===== src/rtl/rsi_pkg.sv =====
`default_nettype none
// ----------------------------------------------------------------------------
// rsi_pkg
// Shared types and constants of the radix string to integer unit.
// ----------------------------------------------------------------------------
package rsi_pkg;

	localparam int CHAR_W     = 8;
	localparam int VALUE_W    = 64;
	localparam int RADIX_W    = 6;
	localparam int CFG_IDX_W  = 2;
	localparam int CFG_DATA_W = 6;
	localparam int DIGIT_W    = 6;

	// configuration register indexes
	localparam logic [CFG_IDX_W-1:0] CFG_RADIX       = 2'd0;
	localparam logic [CFG_IDX_W-1:0] CFG_SIGNED_MODE = 2'd1;
	localparam logic [CFG_IDX_W-1:0] CFG_WIDE_MODE   = 2'd2;

	localparam logic [RADIX_W-1:0] RADIX_RESET = 6'd10;
	localparam logic [RADIX_W-1:0] RADIX_MIN   = 6'd2;
	localparam logic [RADIX_W-1:0] RADIX_MAX   = 6'd36;

	localparam logic [CHAR_W-1:0] CHAR_0       = 8'h30;
	localparam logic [CHAR_W-1:0] CHAR_9       = 8'h39;
	localparam logic [CHAR_W-1:0] CHAR_LOWER_A = 8'h61;
	localparam logic [CHAR_W-1:0] CHAR_LOWER_Z = 8'h7a;
	localparam logic [CHAR_W-1:0] CHAR_UPPER_A = 8'h41;
	localparam logic [CHAR_W-1:0] CHAR_UPPER_Z = 8'h5a;
	localparam logic [CHAR_W-1:0] CHAR_MINUS   = 8'h2d;
	localparam logic [DIGIT_W-1:0] LETTER_BIAS = 6'd9;

	localparam logic [VALUE_W-1:0] MASK_NARROW = 64'h0000_0000_ffff_ffff;
	localparam logic [VALUE_W-1:0] MIN_WIDE    = 64'h8000_0000_0000_0000;
	localparam logic [VALUE_W-1:0] MIN_NARROW  = 64'h0000_0000_8000_0000;

	typedef struct packed {
		logic [RADIX_W-1:0] radix;
		logic               signed_mode;
		logic               wide_mode;
	} cfg_t;

	// string state captured with the final item
	typedef struct packed {
		logic [VALUE_W-1:0] acc;
		logic               minus;
		logic               failed;
		logic               signed_mode;
		logic               wide_mode;
	} fin_t;

endpackage
`default_nettype wire


===== src/rtl/rsi_in_if.sv =====
`default_nettype none
// ----------------------------------------------------------------------------
// rsi_in_if
// Character channel: at most one byte of the string per item.
// ----------------------------------------------------------------------------
interface rsi_in_if;
	import rsi_pkg::*;

	logic              valid;
	logic              ready;
	logic [CHAR_W-1:0] character;
	logic              has_char;
	logic              end_of_string;

	modport source (output valid, output character, output has_char,
		output end_of_string, input ready);
	modport sink (input valid, input character, input has_char,
		input end_of_string, output ready);
endinterface
`default_nettype wire


===== src/rtl/rsi_out_if.sv =====
`default_nettype none
// ----------------------------------------------------------------------------
// rsi_out_if
// Result channel: one converted integer per string.
// ----------------------------------------------------------------------------
interface rsi_out_if;
	import rsi_pkg::*;

	logic               valid;
	logic               ready;
	logic [VALUE_W-1:0] value;
	logic               bad_digit;

	modport source (output valid, output value, output bad_digit, input ready);
	modport sink (input valid, input value, input bad_digit, output ready);
endinterface
`default_nettype wire


===== src/rtl/rsi_cfg_if.sv =====
`default_nettype none
// ----------------------------------------------------------------------------
// rsi_cfg_if
// Configuration write channel: register index and write data.
// ----------------------------------------------------------------------------
interface rsi_cfg_if;
	import rsi_pkg::*;

	logic                  valid;
	logic                  ready;
	logic [CFG_IDX_W-1:0]  index;
	logic [CFG_DATA_W-1:0] data;

	modport source (output valid, output index, output data, input ready);
	modport sink (input valid, input index, input data, output ready);
endinterface
`default_nettype wire


===== src/rtl/rsi_cfg_regs.sv =====
`default_nettype none
// ----------------------------------------------------------------------------
// rsi_cfg_regs
// Configuration registers: radix, sign mode and result width.
// ----------------------------------------------------------------------------
module rsi_cfg_regs (
	input  wire logic  clk,
	input  wire logic  arst_n,
	rsi_cfg_if.sink    cfg,
	output rsi_pkg::cfg_t regs
);
	import rsi_pkg::*;

	cfg_t regs_q;

	assign cfg.ready = 1'b1;
	assign regs      = regs_q;

	always_ff @(posedge clk or negedge arst_n) begin
		if (!arst_n) begin
			regs_q.radix       <= RADIX_RESET;
			regs_q.signed_mode <= 1'b0;
			regs_q.wide_mode   <= 1'b1;
		end else if (cfg.valid) begin
			// writes beyond the register list are dropped
			unique case (cfg.index)
				CFG_RADIX:       regs_q.radix       <= cfg.data;
				CFG_SIGNED_MODE: regs_q.signed_mode <= cfg.data[0];
				CFG_WIDE_MODE:   regs_q.wide_mode   <= cfg.data[0];
				default:         regs_q             <= regs_q;
			endcase
		end
	end
endmodule
`default_nettype wire


===== src/rtl/rsi_accum.sv =====
`default_nettype none
// ----------------------------------------------------------------------------
// rsi_accum
// Digit decode and per-string accumulator; captures the string state on the
// final item into the _s1 register.
// ----------------------------------------------------------------------------
module rsi_accum (
	input  wire logic     clk,
	input  wire logic     arst_n,
	input  wire rsi_pkg::cfg_t regs,
	rsi_in_if.sink        chars,
	output logic          fin_valid,
	input  wire logic     fin_ready,
	output rsi_pkg::fin_t fin
);
	import rsi_pkg::*;

	logic [VALUE_W-1:0] acc_q;
	logic               minus_q;
	logic               failed_q;
	logic               first_q;

	logic               valid_s1;
	fin_t               fin_s1;

	logic [RADIX_W-1:0] base;
	logic               is_num;
	logic               is_alpha;
	logic [DIGIT_W-1:0] dval;
	logic               digit_ok;
	logic               is_lead_minus;
	logic               accept;
	logic               s1_ready;

	logic [VALUE_W-1:0] acc_d;
	logic               minus_d;
	logic               failed_d;

	always_comb begin
		priority if (regs.radix < RADIX_MIN) base = RADIX_MIN;
		else if (regs.radix > RADIX_MAX)     base = RADIX_MAX;
		else                                 base = regs.radix;
	end

	assign is_num   = (chars.character >= CHAR_0) && (chars.character <= CHAR_9);
	assign is_alpha = ((chars.character >= CHAR_LOWER_A) && (chars.character <= CHAR_LOWER_Z))
		|| ((chars.character >= CHAR_UPPER_A) && (chars.character <= CHAR_UPPER_Z));
	assign dval     = is_num ? {2'b00, chars.character[3:0]}
		: ({1'b0, chars.character[4:0]} + LETTER_BIAS);
	assign digit_ok = (is_num || is_alpha) && (dval < base);
	assign is_lead_minus = first_q && regs.signed_mode && (chars.character == CHAR_MINUS);

	assign s1_ready    = !valid_s1 || fin_ready;
	assign chars.ready = s1_ready;
	assign accept      = chars.valid && s1_ready;

	always_comb begin
		acc_d    = acc_q;
		minus_d  = minus_q;
		failed_d = failed_q;
		if (chars.has_char && !failed_q) begin
			priority if (is_lead_minus) minus_d = 1'b1;
			else if (!digit_ok)         failed_d = 1'b1;
			else acc_d = acc_q * VALUE_W'(base) + VALUE_W'(dval);
		end
	end

	always_ff @(posedge clk or negedge arst_n) begin
		if (!arst_n) begin
			acc_q    <= '0;
			minus_q  <= 1'b0;
			failed_q <= 1'b0;
			first_q  <= 1'b1;
		end else if (accept) begin
			if (chars.end_of_string) begin
				// start the next string from a clean state
				acc_q    <= '0;
				minus_q  <= 1'b0;
				failed_q <= 1'b0;
				first_q  <= 1'b1;
			end else begin
				acc_q    <= acc_d;
				minus_q  <= minus_d;
				failed_q <= failed_d;
				if (chars.has_char) first_q <= 1'b0;
			end
		end
	end

	always_ff @(posedge clk or negedge arst_n) begin
		if (!arst_n) begin
			valid_s1 <= 1'b0;
		end else if (s1_ready) begin
			valid_s1 <= accept && chars.end_of_string;
		end
	end

	always_ff @(posedge clk) begin
		if (accept && chars.end_of_string) begin
			fin_s1.acc         <= acc_d;
			fin_s1.minus       <= minus_d;
			fin_s1.failed      <= failed_d;
			fin_s1.signed_mode <= regs.signed_mode;
			fin_s1.wide_mode   <= regs.wide_mode;
		end
	end

	assign fin_valid = valid_s1;
	assign fin       = fin_s1;
endmodule
`default_nettype wire


===== src/rtl/rsi_finish.sv =====
`default_nettype none
// ----------------------------------------------------------------------------
// rsi_finish
// Sign, failure value and width masking of a finished string; holds the
// result in the output register.
// ----------------------------------------------------------------------------
module rsi_finish (
	input  wire logic     clk,
	input  wire logic     arst_n,
	input  wire logic     fin_valid,
	output logic          fin_ready,
	input  wire rsi_pkg::fin_t fin,
	rsi_out_if.source     result
);
	import rsi_pkg::*;

	logic               valid_q;
	logic [VALUE_W-1:0] value_q;
	logic               bad_q;
	logic [VALUE_W-1:0] mask;
	logic [VALUE_W-1:0] value_d;
	logic               load;

	assign fin_ready = !valid_q || result.ready;
	assign load      = fin_valid && fin_ready;
	assign mask      = fin.wide_mode ? '1 : MASK_NARROW;

	always_comb begin
		priority if (fin.failed) begin
			if (fin.signed_mode) value_d = fin.wide_mode ? MIN_WIDE : MIN_NARROW;
			else                 value_d = mask;
		end else if (fin.minus) begin
			value_d = (-fin.acc) & mask;
		end else begin
			value_d = fin.acc & mask;
		end
	end

	always_ff @(posedge clk or negedge arst_n) begin
		if (!arst_n) begin
			valid_q <= 1'b0;
		end else if (fin_ready) begin
			valid_q <= fin_valid;
		end
	end

	always_ff @(posedge clk) begin
		if (load) begin
			value_q <= value_d;
			bad_q   <= fin.failed;
		end
	end

	assign result.valid     = valid_q;
	assign result.value     = value_q;
	assign result.bad_digit = bad_q;
endmodule
`default_nettype wire


===== src/rtl/radix_string_to_integer_unit.sv =====
`default_nettype none
// ----------------------------------------------------------------------------
// radix_string_to_integer_unit
// Converts a string of ASCII digits, at most one character per item, to an integer.
// ----------------------------------------------------------------------------
// The unit takes one character per clock cycle unless back-pressure holds
// it; the cycle is set by the accumulator loop, one 64 by 6 bit multiply
// and add per character. A string's result passes the _s1 register and
// then the output register after its final item is accepted; the next
// string may start while it is still in them. Radix values below 2 act as 2
// and above 36 as 36. Sign mode and result width are taken with the final
// item of each string; write configuration only while no string is in flight.
module radix_string_to_integer_unit (
	input  wire logic clk,
	input  wire logic arst_n,
	rsi_in_if.sink    chars,
	rsi_out_if.source result,
	rsi_cfg_if.sink   cfg
);
	import rsi_pkg::*;

	cfg_t regs;
	fin_t fin;
	logic fin_valid;
	logic fin_ready;

	rsi_cfg_regs u_cfg_regs (
		.clk    (clk),
		.arst_n (arst_n),
		.cfg    (cfg),
		.regs   (regs)
	);

	rsi_accum u_accum (
		.clk       (clk),
		.arst_n    (arst_n),
		.regs      (regs),
		.chars     (chars),
		.fin_valid (fin_valid),
		.fin_ready (fin_ready),
		.fin       (fin)
	);

	rsi_finish u_finish (
		.clk       (clk),
		.arst_n    (arst_n),
		.fin_valid (fin_valid),
		.fin_ready (fin_ready),
		.fin       (fin),
		.result    (result)
	);
endmodule
`default_nettype wire

===== src/flat_wrapper.sv =====
// flat-port wrapper written by rule: the top's interface ports become plain ports
module radix_string_to_integer_unit_flat import rsi_pkg::*;
  (clk, arst_n, chars_valid, chars_character, chars_has_char, chars_end_of_string, chars_ready, result_valid, result_value, result_bad_digit, result_ready, cfg_valid, cfg_index, cfg_data, cfg_ready);
  rsi_in_if chars_i ();
  rsi_out_if result_i ();
  rsi_cfg_if cfg_i ();
  input  wire logic clk;
  input  wire logic arst_n;
  input wire logic [$bits(chars_i.valid)-1:0] chars_valid;
  input wire logic [$bits(chars_i.character)-1:0] chars_character;
  input wire logic [$bits(chars_i.has_char)-1:0] chars_has_char;
  input wire logic [$bits(chars_i.end_of_string)-1:0] chars_end_of_string;
  output wire logic [$bits(chars_i.ready)-1:0] chars_ready;
  output wire logic [$bits(result_i.valid)-1:0] result_valid;
  output wire logic [$bits(result_i.value)-1:0] result_value;
  output wire logic [$bits(result_i.bad_digit)-1:0] result_bad_digit;
  input wire logic [$bits(result_i.ready)-1:0] result_ready;
  input wire logic [$bits(cfg_i.valid)-1:0] cfg_valid;
  input wire logic [$bits(cfg_i.index)-1:0] cfg_index;
  input wire logic [$bits(cfg_i.data)-1:0] cfg_data;
  output wire logic [$bits(cfg_i.ready)-1:0] cfg_ready;
  assign chars_i.valid = chars_valid;
  assign chars_i.character = chars_character;
  assign chars_i.has_char = chars_has_char;
  assign chars_i.end_of_string = chars_end_of_string;
  assign chars_ready = chars_i.ready;
  assign result_valid = result_i.valid;
  assign result_value = result_i.value;
  assign result_bad_digit = result_i.bad_digit;
  assign result_i.ready = result_ready;
  assign cfg_i.valid = cfg_valid;
  assign cfg_i.index = cfg_index;
  assign cfg_i.data = cfg_data;
  assign cfg_ready = cfg_i.ready;
  radix_string_to_integer_unit u_core (.clk(clk), .arst_n(arst_n), .chars(chars_i), .result(result_i), .cfg(cfg_i));
endmodule

===== config.mk =====
export PLATFORM = sky130hd
export DESIGN_NAME = radix_string_to_integer_unit_flat
export DESIGN_NICKNAME = d
export VERILOG_FILES = /design/src/rtl/rsi_pkg.sv /design/src/rtl/rsi_in_if.sv /design/src/rtl/rsi_out_if.sv /design/src/rtl/rsi_cfg_if.sv /design/src/rtl/rsi_cfg_regs.sv /design/src/rtl/rsi_accum.sv /design/src/rtl/rsi_finish.sv /design/src/rtl/radix_string_to_integer_unit.sv /design/src/flat_wrapper.sv
export SDC_FILE = /design/constraint.sdc
export NUM_CORES = 1
export LEC_CHECK = 0
export ABC_CLOCK_PERIOD_IN_PS = 8500
export BUFFER_PORTS_ARGS = -buffer_cell sky130_fd_sc_hd__buf_2
export CELL_PAD_IN_SITES_DETAIL_PLACEMENT = 0
export CELL_PAD_IN_SITES_GLOBAL_PLACEMENT = 2
export CORE_ASPECT_RATIO = 1.75
export CORE_MARGIN = 1
export CORE_UTILIZATION = 40
export DETAILED_ROUTE_END_ITERATION = 7
export PLACE_DENSITY_LB_ADDON = 0.1
export SLEW_MARGIN = 30
export SYNTH_ARGS = -nofsm -noshare
export SYNTH_HDL_FRONTEND = slang
export SYNTH_SLANG_ARGS = --single-unit

===== constraint.sdc =====
create_clock -name clk -period 8.5 [get_ports clk]
set_input_delay 0.85 -clock clk [delete_from_list [all_inputs] [get_ports clk]]
set_output_delay 0.85 -clock clk [all_outputs]
set_load 0.005 [all_outputs]

==> summary.txt, run 1 <==
CTS tree -> built
Clk_lat worst skew -> 0.55 ns
Sequential share of the synthesized area -> 0.270
FF+latch count, synth -> 210
Fin crit share -> 0.863
VDD IR-drop max -> 0.107 mV
Slowest CP cell -> maj3_2
Layout cells sized above 1 -> 0.108
Crit path capture type -> flip-flop
Worst Reg-to-Reg Cells -> 18
RR Startpoint -> u_core.u_cfg_regs.regs[4]
DRT antenna net count -> 0
Delay-heaviest family, CP -> adder cells
Post-synthesis cell type count -> 83
Postcts setup bufs -> 0
Fin crit period -> 7.33 ns
Die area -> 55900 um^2
CP Class -> reg -> reg
Syn Inst Count -> 2130
Switch Pwr -> 0.803 mW
Largest net degree at the start of global routing -> 66
Share of power burned in registers -> 0.441
Critical Path RT -> 8.79 ns
Worst endpoint data arrival time -> 7.62 ns
Vias in the first global route -> 18100
Switch share -> 0.297
First-pass GRT wire length -> 112000 um
Slew HR -> 0.385
Critical Path Start -> u_core.u_cfg_regs.regs[4]
Max-slew violation count -> 0
Failing checks -> design-rule violations
Critical path fanouts, max -> 33
Fmax -> 136 MHz
Mapped Avg Cell Area -> 10.3 um^2
Via count -> 16400
Synthesized cell area -> 22000 um^2
Mapped Nets -> 2530
Worst Hold Class -> in -> async
DRT Pass-1 Iters -> 7
Critical Path Source Type -> flip-flop
Critical-path cell list -> nor3_1 -> maj3_2 -> buf_4 -> and2_1 -> fa_1 -> fa_1 -> fa_1 -> ha_1 -> ha_1 -> nand4_1 -> nor2_1 -> nand3_1 -> a311oi_1 -> o21bai_1 -> o31ai_2 -> a41oi_1 -> mux2i_1 -> nand2_1
Htree depth -> 1
Delay of the slowest cell on the worst path -> 0.81 ns
DRT iter0 DRCs -> 838
Clk root buf -> clkbuf_16
Power Internal -> 1.90 mW
Initial Utilization -> 0.405
Async SR Flop Fraction -> 0.367
Synth area leader -> fa_1
Clock Tree Buf Depth -> 3
CP dominant cell by count -> fa_1
Clock sinks -> 210
Setup Viol. Count Final -> 0
Hold buffers post-CTS -> 0
Max-Cap Viols -> 0
Primary FF master, synth -> edfxtp_1
Nets -> 2560
CP Buf/Inv Count -> 1
Worst Skew -> 0.0236 ns
Num ports -> 91
Cell Rows -> 113
Syn-to-layout area delta -> 8.76%
Buffers on Ports -> 89
Grt total ovfl -> 0
Worst-Margin Slew -> 0.917 ns
Total power -> 2.70 mW
Overall routed net length -> 73000 um
Die Height -> 312 um
Leading post-synthesis cells by cell area -> fa_1, edfxtp_1, and2_1
Status -> finished with violations
CORE AREA -> 54300 um^2
DR WL/cell -> 25.5 um
Clock power share -> 0.399
Die Wd -> 179 um
Gate power share -> 0.160
GRT Util Overall -> 0.270
CTS resizes -> 0
Crit Reg-Reg Endpoint -> u_core.u_accum.fin[67]
Total CTS buffers -> 24
Final hold violations -> 0
Dpl hpwl -> 57200 um
Drt drc -> 44
Post-synth EDFFs -> 133
Post-DR vias/cell -> 5.73
YS warnings -> 0
Setup tns final -> 0 ns
Reg-to-reg setup timing slack -> 1.17 ns
Leakage -> 11.3 nW
Clk slew on worst S/H paths -> 0.06 ns
RSZ-0062 raised after global routing -> false
Pwr Density -> 113 nW/um^2
Final Wtd Congestion -> 0.908
Initial antenna violation count -> 1
Yosys top cell area share -> 0.219
## how the worst max path moves through the flow
| stage | endpoint | slack, ns | cells past startpoint |
|---|---|---|---|
| after floorplan | u_core.u_accum.fin[59] | 2.51 | 22 |
| after global placement | u_core.u_accum.fin[67] | 1.24 | 21 |
| after detailed placement | u_core.u_accum.fin[67] | 1.17 | 18 |
| after CTS | u_core.u_accum.fin[67] | 1.14 | 18 |
| after global routing | u_core.u_accum.fin[67] | 0.79 | 18 |
| final | u_core.u_accum.fin[67] | 1.17 | 18 |
## per-stage QoR
stage	area (um^2)	cells	setup WS, ns	hold slack (ns)	utilization
after detailed placement	23100	2822	1.17	0.456	0.425
after floorplan	22000	2130	2.51	0.439	-
after global routing	23900	2869	0.789	0.298	0.440
after global placement	23000	2821	1.24	0.451	0.424
after CTS	23900	2866	1.14	0.274	0.439
final	23900	2870	1.17	0.282	0.440
## layout by cell type (no fill, tap or decap), types with 24 or more instances in the layout
master,n
inv_1,86
mux2_2,43
dfrtp_1,72
a21o_1,41
clkbuf_16,24
buf_4,27
ha_1,137
xnor2_1,51
edfxtp_1,133
fa_1,240
nor2_1,53
and2_1,334
nand4_1,24
a22o_1,59
xor2_1,78
nand2_1,155
o31ai_1,25
o21ai_0,93
buf_2,88
a21oi_1,110
## cell families (layout without fill, tap and decap cells)
logic type,after synthesis,in the layout,synth area share
compound gates,450,450,0.137
xor+xnor,129,129,0.0514
fa+ha+maj,378,378,0.297
buf+inv,202,250,0.0366
flops,210,210,0.270
mux,53,53,0.0270
other cells,1,3,0.000171
simple gates,707,707,0.181
## power groups by stage
| stage | combinational, mW | clock, mW | sequential, mW |
|---|---|---|---|
| 4_1_cts | 0.436 | 1.10 | 1.19 |
| 6_report | 0.433 | 1.08 | 1.19 |
| 3_5_place_dp | 0.434 | 0 | 1.21 |
| 5_1_grt | 0.474 | 1.13 | 1.19 |
| 3_3_place_gp | 0.431 | 0 | 1.21 |
| 2_1_floorplan | 0.235 | 0 | 1.20 |
## worst register-to-register path: stages, from the launching register on
cell and delay (ns):
dfrtp_1 0.41, nor3_1 0.45, maj3_2 0.81, buf_4 0.49, and2_1 0.22, fa_1 0.44
fa_1 0.56, fa_1 0.42, ha_1 0.29, ha_1 0.42, nand4_1 0.23, nor2_1 0.18
nand3_1 0.10, a311oi_1 0.46, o21bai_1 0.32, o31ai_2 0.62, a41oi_1 0.34, mux2i_1 0.27
nand2_1 0.07
## per-layer routing
metal	routed length (um)	GRT usage	vias up
li1	-	-	7473
met1	25000	0.272	8411
met2	40900	0.522	369
met3	1680	0.0173	178
met4	5420	0.171	0
met5	0	0	-
## registers in the layout, summed over array words and instances (netlist names)
register	flops
u_core.u_cfg_regs.regs	8
u_core.u_finish.result.value	64
u_core.u_finish.result.valid	1
u_core.u_accum.fin_valid	1
u_core.u_finish.result.bad_digit	1
u_core.u_accum.first_q	1
u_core.u_accum.failed_q	1
u_core.u_accum.acc_q	64
u_core.u_accum.minus_q	1
u_core.u_accum.fin	68
## cell type report
class / instances / area, um^2
diodes: 2 / 5.00
clock buffers: 39 / 677
clock inverters: 5 / 110
fillers: 5335 / 30400
inverters: 88 / 330
multi-input cells: 1718 / 15300
flip-flops and latches: 210 / 5930
well taps: 690 / 863
repair buffers: 118 / 702
## synthesized netlist by cell type, types with 55 or more instances
cell,instances
inv_1,88
clkbuf_1,93
dfrtp_1,73
a21oi_1,110
nor2_1,55
a22o_1,59
nand2_1,155
edfxtp_1,133
ha_1,137
o21ai_0,93
fa_1,240
xor2_1,78
and2_1,335
Power figures use the tool's default switching activity.
==> inputs of run 2 (changes only) <==
--- a/config.mk
+++ b/config.mk
@@ -9,7 +9,6 @@
 export BUFFER_PORTS_ARGS = -buffer_cell sky130_fd_sc_hd__buf_2
 export CELL_PAD_IN_SITES_DETAIL_PLACEMENT = 0
 export CELL_PAD_IN_SITES_GLOBAL_PLACEMENT = 2
-export CORE_ASPECT_RATIO = 1.75
 export CORE_MARGIN = 1
 export CORE_UTILIZATION = 40
 export DETAILED_ROUTE_END_ITERATION = 7
==> run 2 against run 1 <==
  * Count of clock-buffer cells in the layout down 8
  * The flow now finishes without violations
  * Flip-flop and latch count stayed put
  * Total power fell by 0.53%
  * Worst hold slack better by 0.0048 ns
  * Die area about the same
  * Critical path type unchanged
==> summary.txt, run 2 (same netlist as run 1, synthesis figures left out) <==
Fmax -> 137 MHz
Final Wtd Congestion -> 0.839
DR WL/cell -> 21.8 um
Setup tns final -> 0 ns
CTS resizes -> 0
Postcts setup bufs -> 0
Vias in the first global route -> 16500
Largest net degree at the start of global routing -> 66
Clk slew on worst S/H paths -> 0.07 ns
Clock sinks -> 210
Fin crit period -> 7.30 ns
Pwr Density -> 113 nW/um^2
Delay of the slowest cell on the worst path -> 0.70 ns
Worst Hold Class -> in -> async
Num ports -> 91
Clk root buf -> clkbuf_16
Most frequent cells in the layout -> and2_1, fa_1, nand2_1, ha_1, edfxtp_1
DRT iter0 DRCs -> 1005
Syn-to-layout area delta -> 8.60%
Critical path fanouts, max -> 19
CTS tree -> built
Leakage -> 11.3 nW
Total power -> 2.69 mW
Worst endpoint data arrival time -> 7.59 ns
Most common cell after layout, fill and taps aside -> and2_1
Die area -> 55900 um^2
VDD IR-drop max -> 0.116 mV
Final setup margin -> 1.20 ns
Die Height -> 236 um
Slew HR -> 0.402
DRT Pass-1 Iters -> 5
Number of flip-flops in the largest register -> 68
Worst hold slack -> 0.287 ns
First-pass GRT wire length -> 99000 um
Diode count -> 0
Worst Skew -> 0.0201 ns
Overall routed net length -> 62400 um
Hold buffers post-CTS -> 0
Drt drc -> 0
Htree depth -> 1
Critical-path cell list -> inv_1 -> maj3_2 -> and2_1 -> fa_1 -> inv_1 -> fa_1 -> inv_1 -> fa_1 -> inv_1 -> fa_1 -> inv_1 -> ha_1 -> a21oi_1 -> nand2_1 -> o2111ai_1 -> a2111oi_0 -> buf_4 -> o31ai_1 -> a31oi_1 -> a21oi_1 -> xnor2_1 -> mux2_2
Dpl cell area -> 23000 um^2
Setup Viol. Count Final -> 0
Cell Rows -> 85
Worst-Margin Slew -> 0.897 ns
GRT Util Overall -> 0.228
Total CTS buffers -> 24
Clk_lat worst skew -> 0.54 ns
Critical Path RT -> 8.79 ns
CORE AREA -> 54000 um^2
Fin crit share -> 0.859
CP Class -> reg -> reg
Post-Layout Cell Count -> 2867
Grt total ovfl -> 0
Critical Path Source Type -> flip-flop
Nets -> 2553
DRT antenna net count -> 0
Layout cells sized above 1 -> 0.110
Dpl cells -> 2822
CP dominant cell by count -> inv_1
Die Wd -> 236 um
Initial Utilization -> 0.407
Final hold violations -> 0
Buffers on Ports -> 89
Fin area -> 23900 um^2
Slowest CP cell -> o2111ai_1
Dpl hpwl -> 48600 um
Crit path capture type -> flip-flop
Clock Tree Buf Depth -> 3
Place WS -> 1.29 ns
Via count -> 16100
Max-slew violation count -> 0
Final core utilization -> 0.442
Status -> finished, final reports clean
Post-DR vias/cell -> 5.60
Initial antenna violation count -> 4
RSZ-0062 raised after global routing -> false
Max-Cap Viols -> 0
Number of fill cells -> 5193
## run 2: changes by cell type in the layout (fill, tap and decap cells not counted), moves of 2 or more
cell	previous run	this run
clkbuf_1	13	4
clkinvlp_4	0	5
clkinv_4	0	3
buf_4	27	22
diode_2	2	0
clkinv_1	2	0
## run 2: path summary, 6_finish.rpt
path	start	endpoint	slack [ns]	cells after the start
max reg2reg	u_core.u_cfg_regs.regs[7]	u_core.u_accum.fin[62]	1.20	22
max	u_core.u_cfg_regs.regs[7]	u_core.u_accum.fin[62]	1.20	22
max in group asynchronous	arst_n	u_core.u_cfg_regs.regs[7]	7.11	2
min	arst_n	u_core.u_accum.acc_q[53]	0.29	1
min in group clk	u_core.u_accum.first_q	u_core.u_accum.first_q	0.46	2
min reg2reg	u_core.u_accum.first_q	u_core.u_accum.first_q	0.46	2
## run 2: worst max-delay path, delay by kind of cell, from the launching register on
family | cells | cell delay, ns
xor gates and xnor gates | 1 | 0.13
AOI/OAI and AO/OA | 6 | 2.23
and+or+nand+nor | 2 | 0.32
DFF | 1 | 0.61
adders and majority gates | 6 | 2.89
muxes | 1 | 0.29
buffers and inverters | 6 | 0.59
## run 2: final cells by class
type | count | area, um^2 | area share
clock inverters | 13 | 168 | 0.00703
multi-input cells | 1718 | 15300 | 0.640
clock buffers | 31 | 668 | 0.0280
inverters | 88 | 330 | 0.0138
well taps | 696 | 871 | 0.0365
repair buffers | 111 | 617 | 0.0259
flip-flops and latches | 210 | 5930 | 0.248
## run 2: power breakdown
part	internal [mW]	switching, mW	total [mW]	leakage [nW]
Sequential	1.15	0.0366	1.19	2.32
Clock	0.651	0.446	1.10	0.391
Combinational	0.109	0.295	0.404	8.60
Total	1.91	0.778	2.69	11.3
## run 2: layer usage
layer	track usage	vias to the layer above	routed length, um
li1	-	7430	-
met1	0.356	8145	31800
met2	0.333	431	26200
met4	0.0380	2	841
met3	0.0341	57	3580
met5	0	-	13
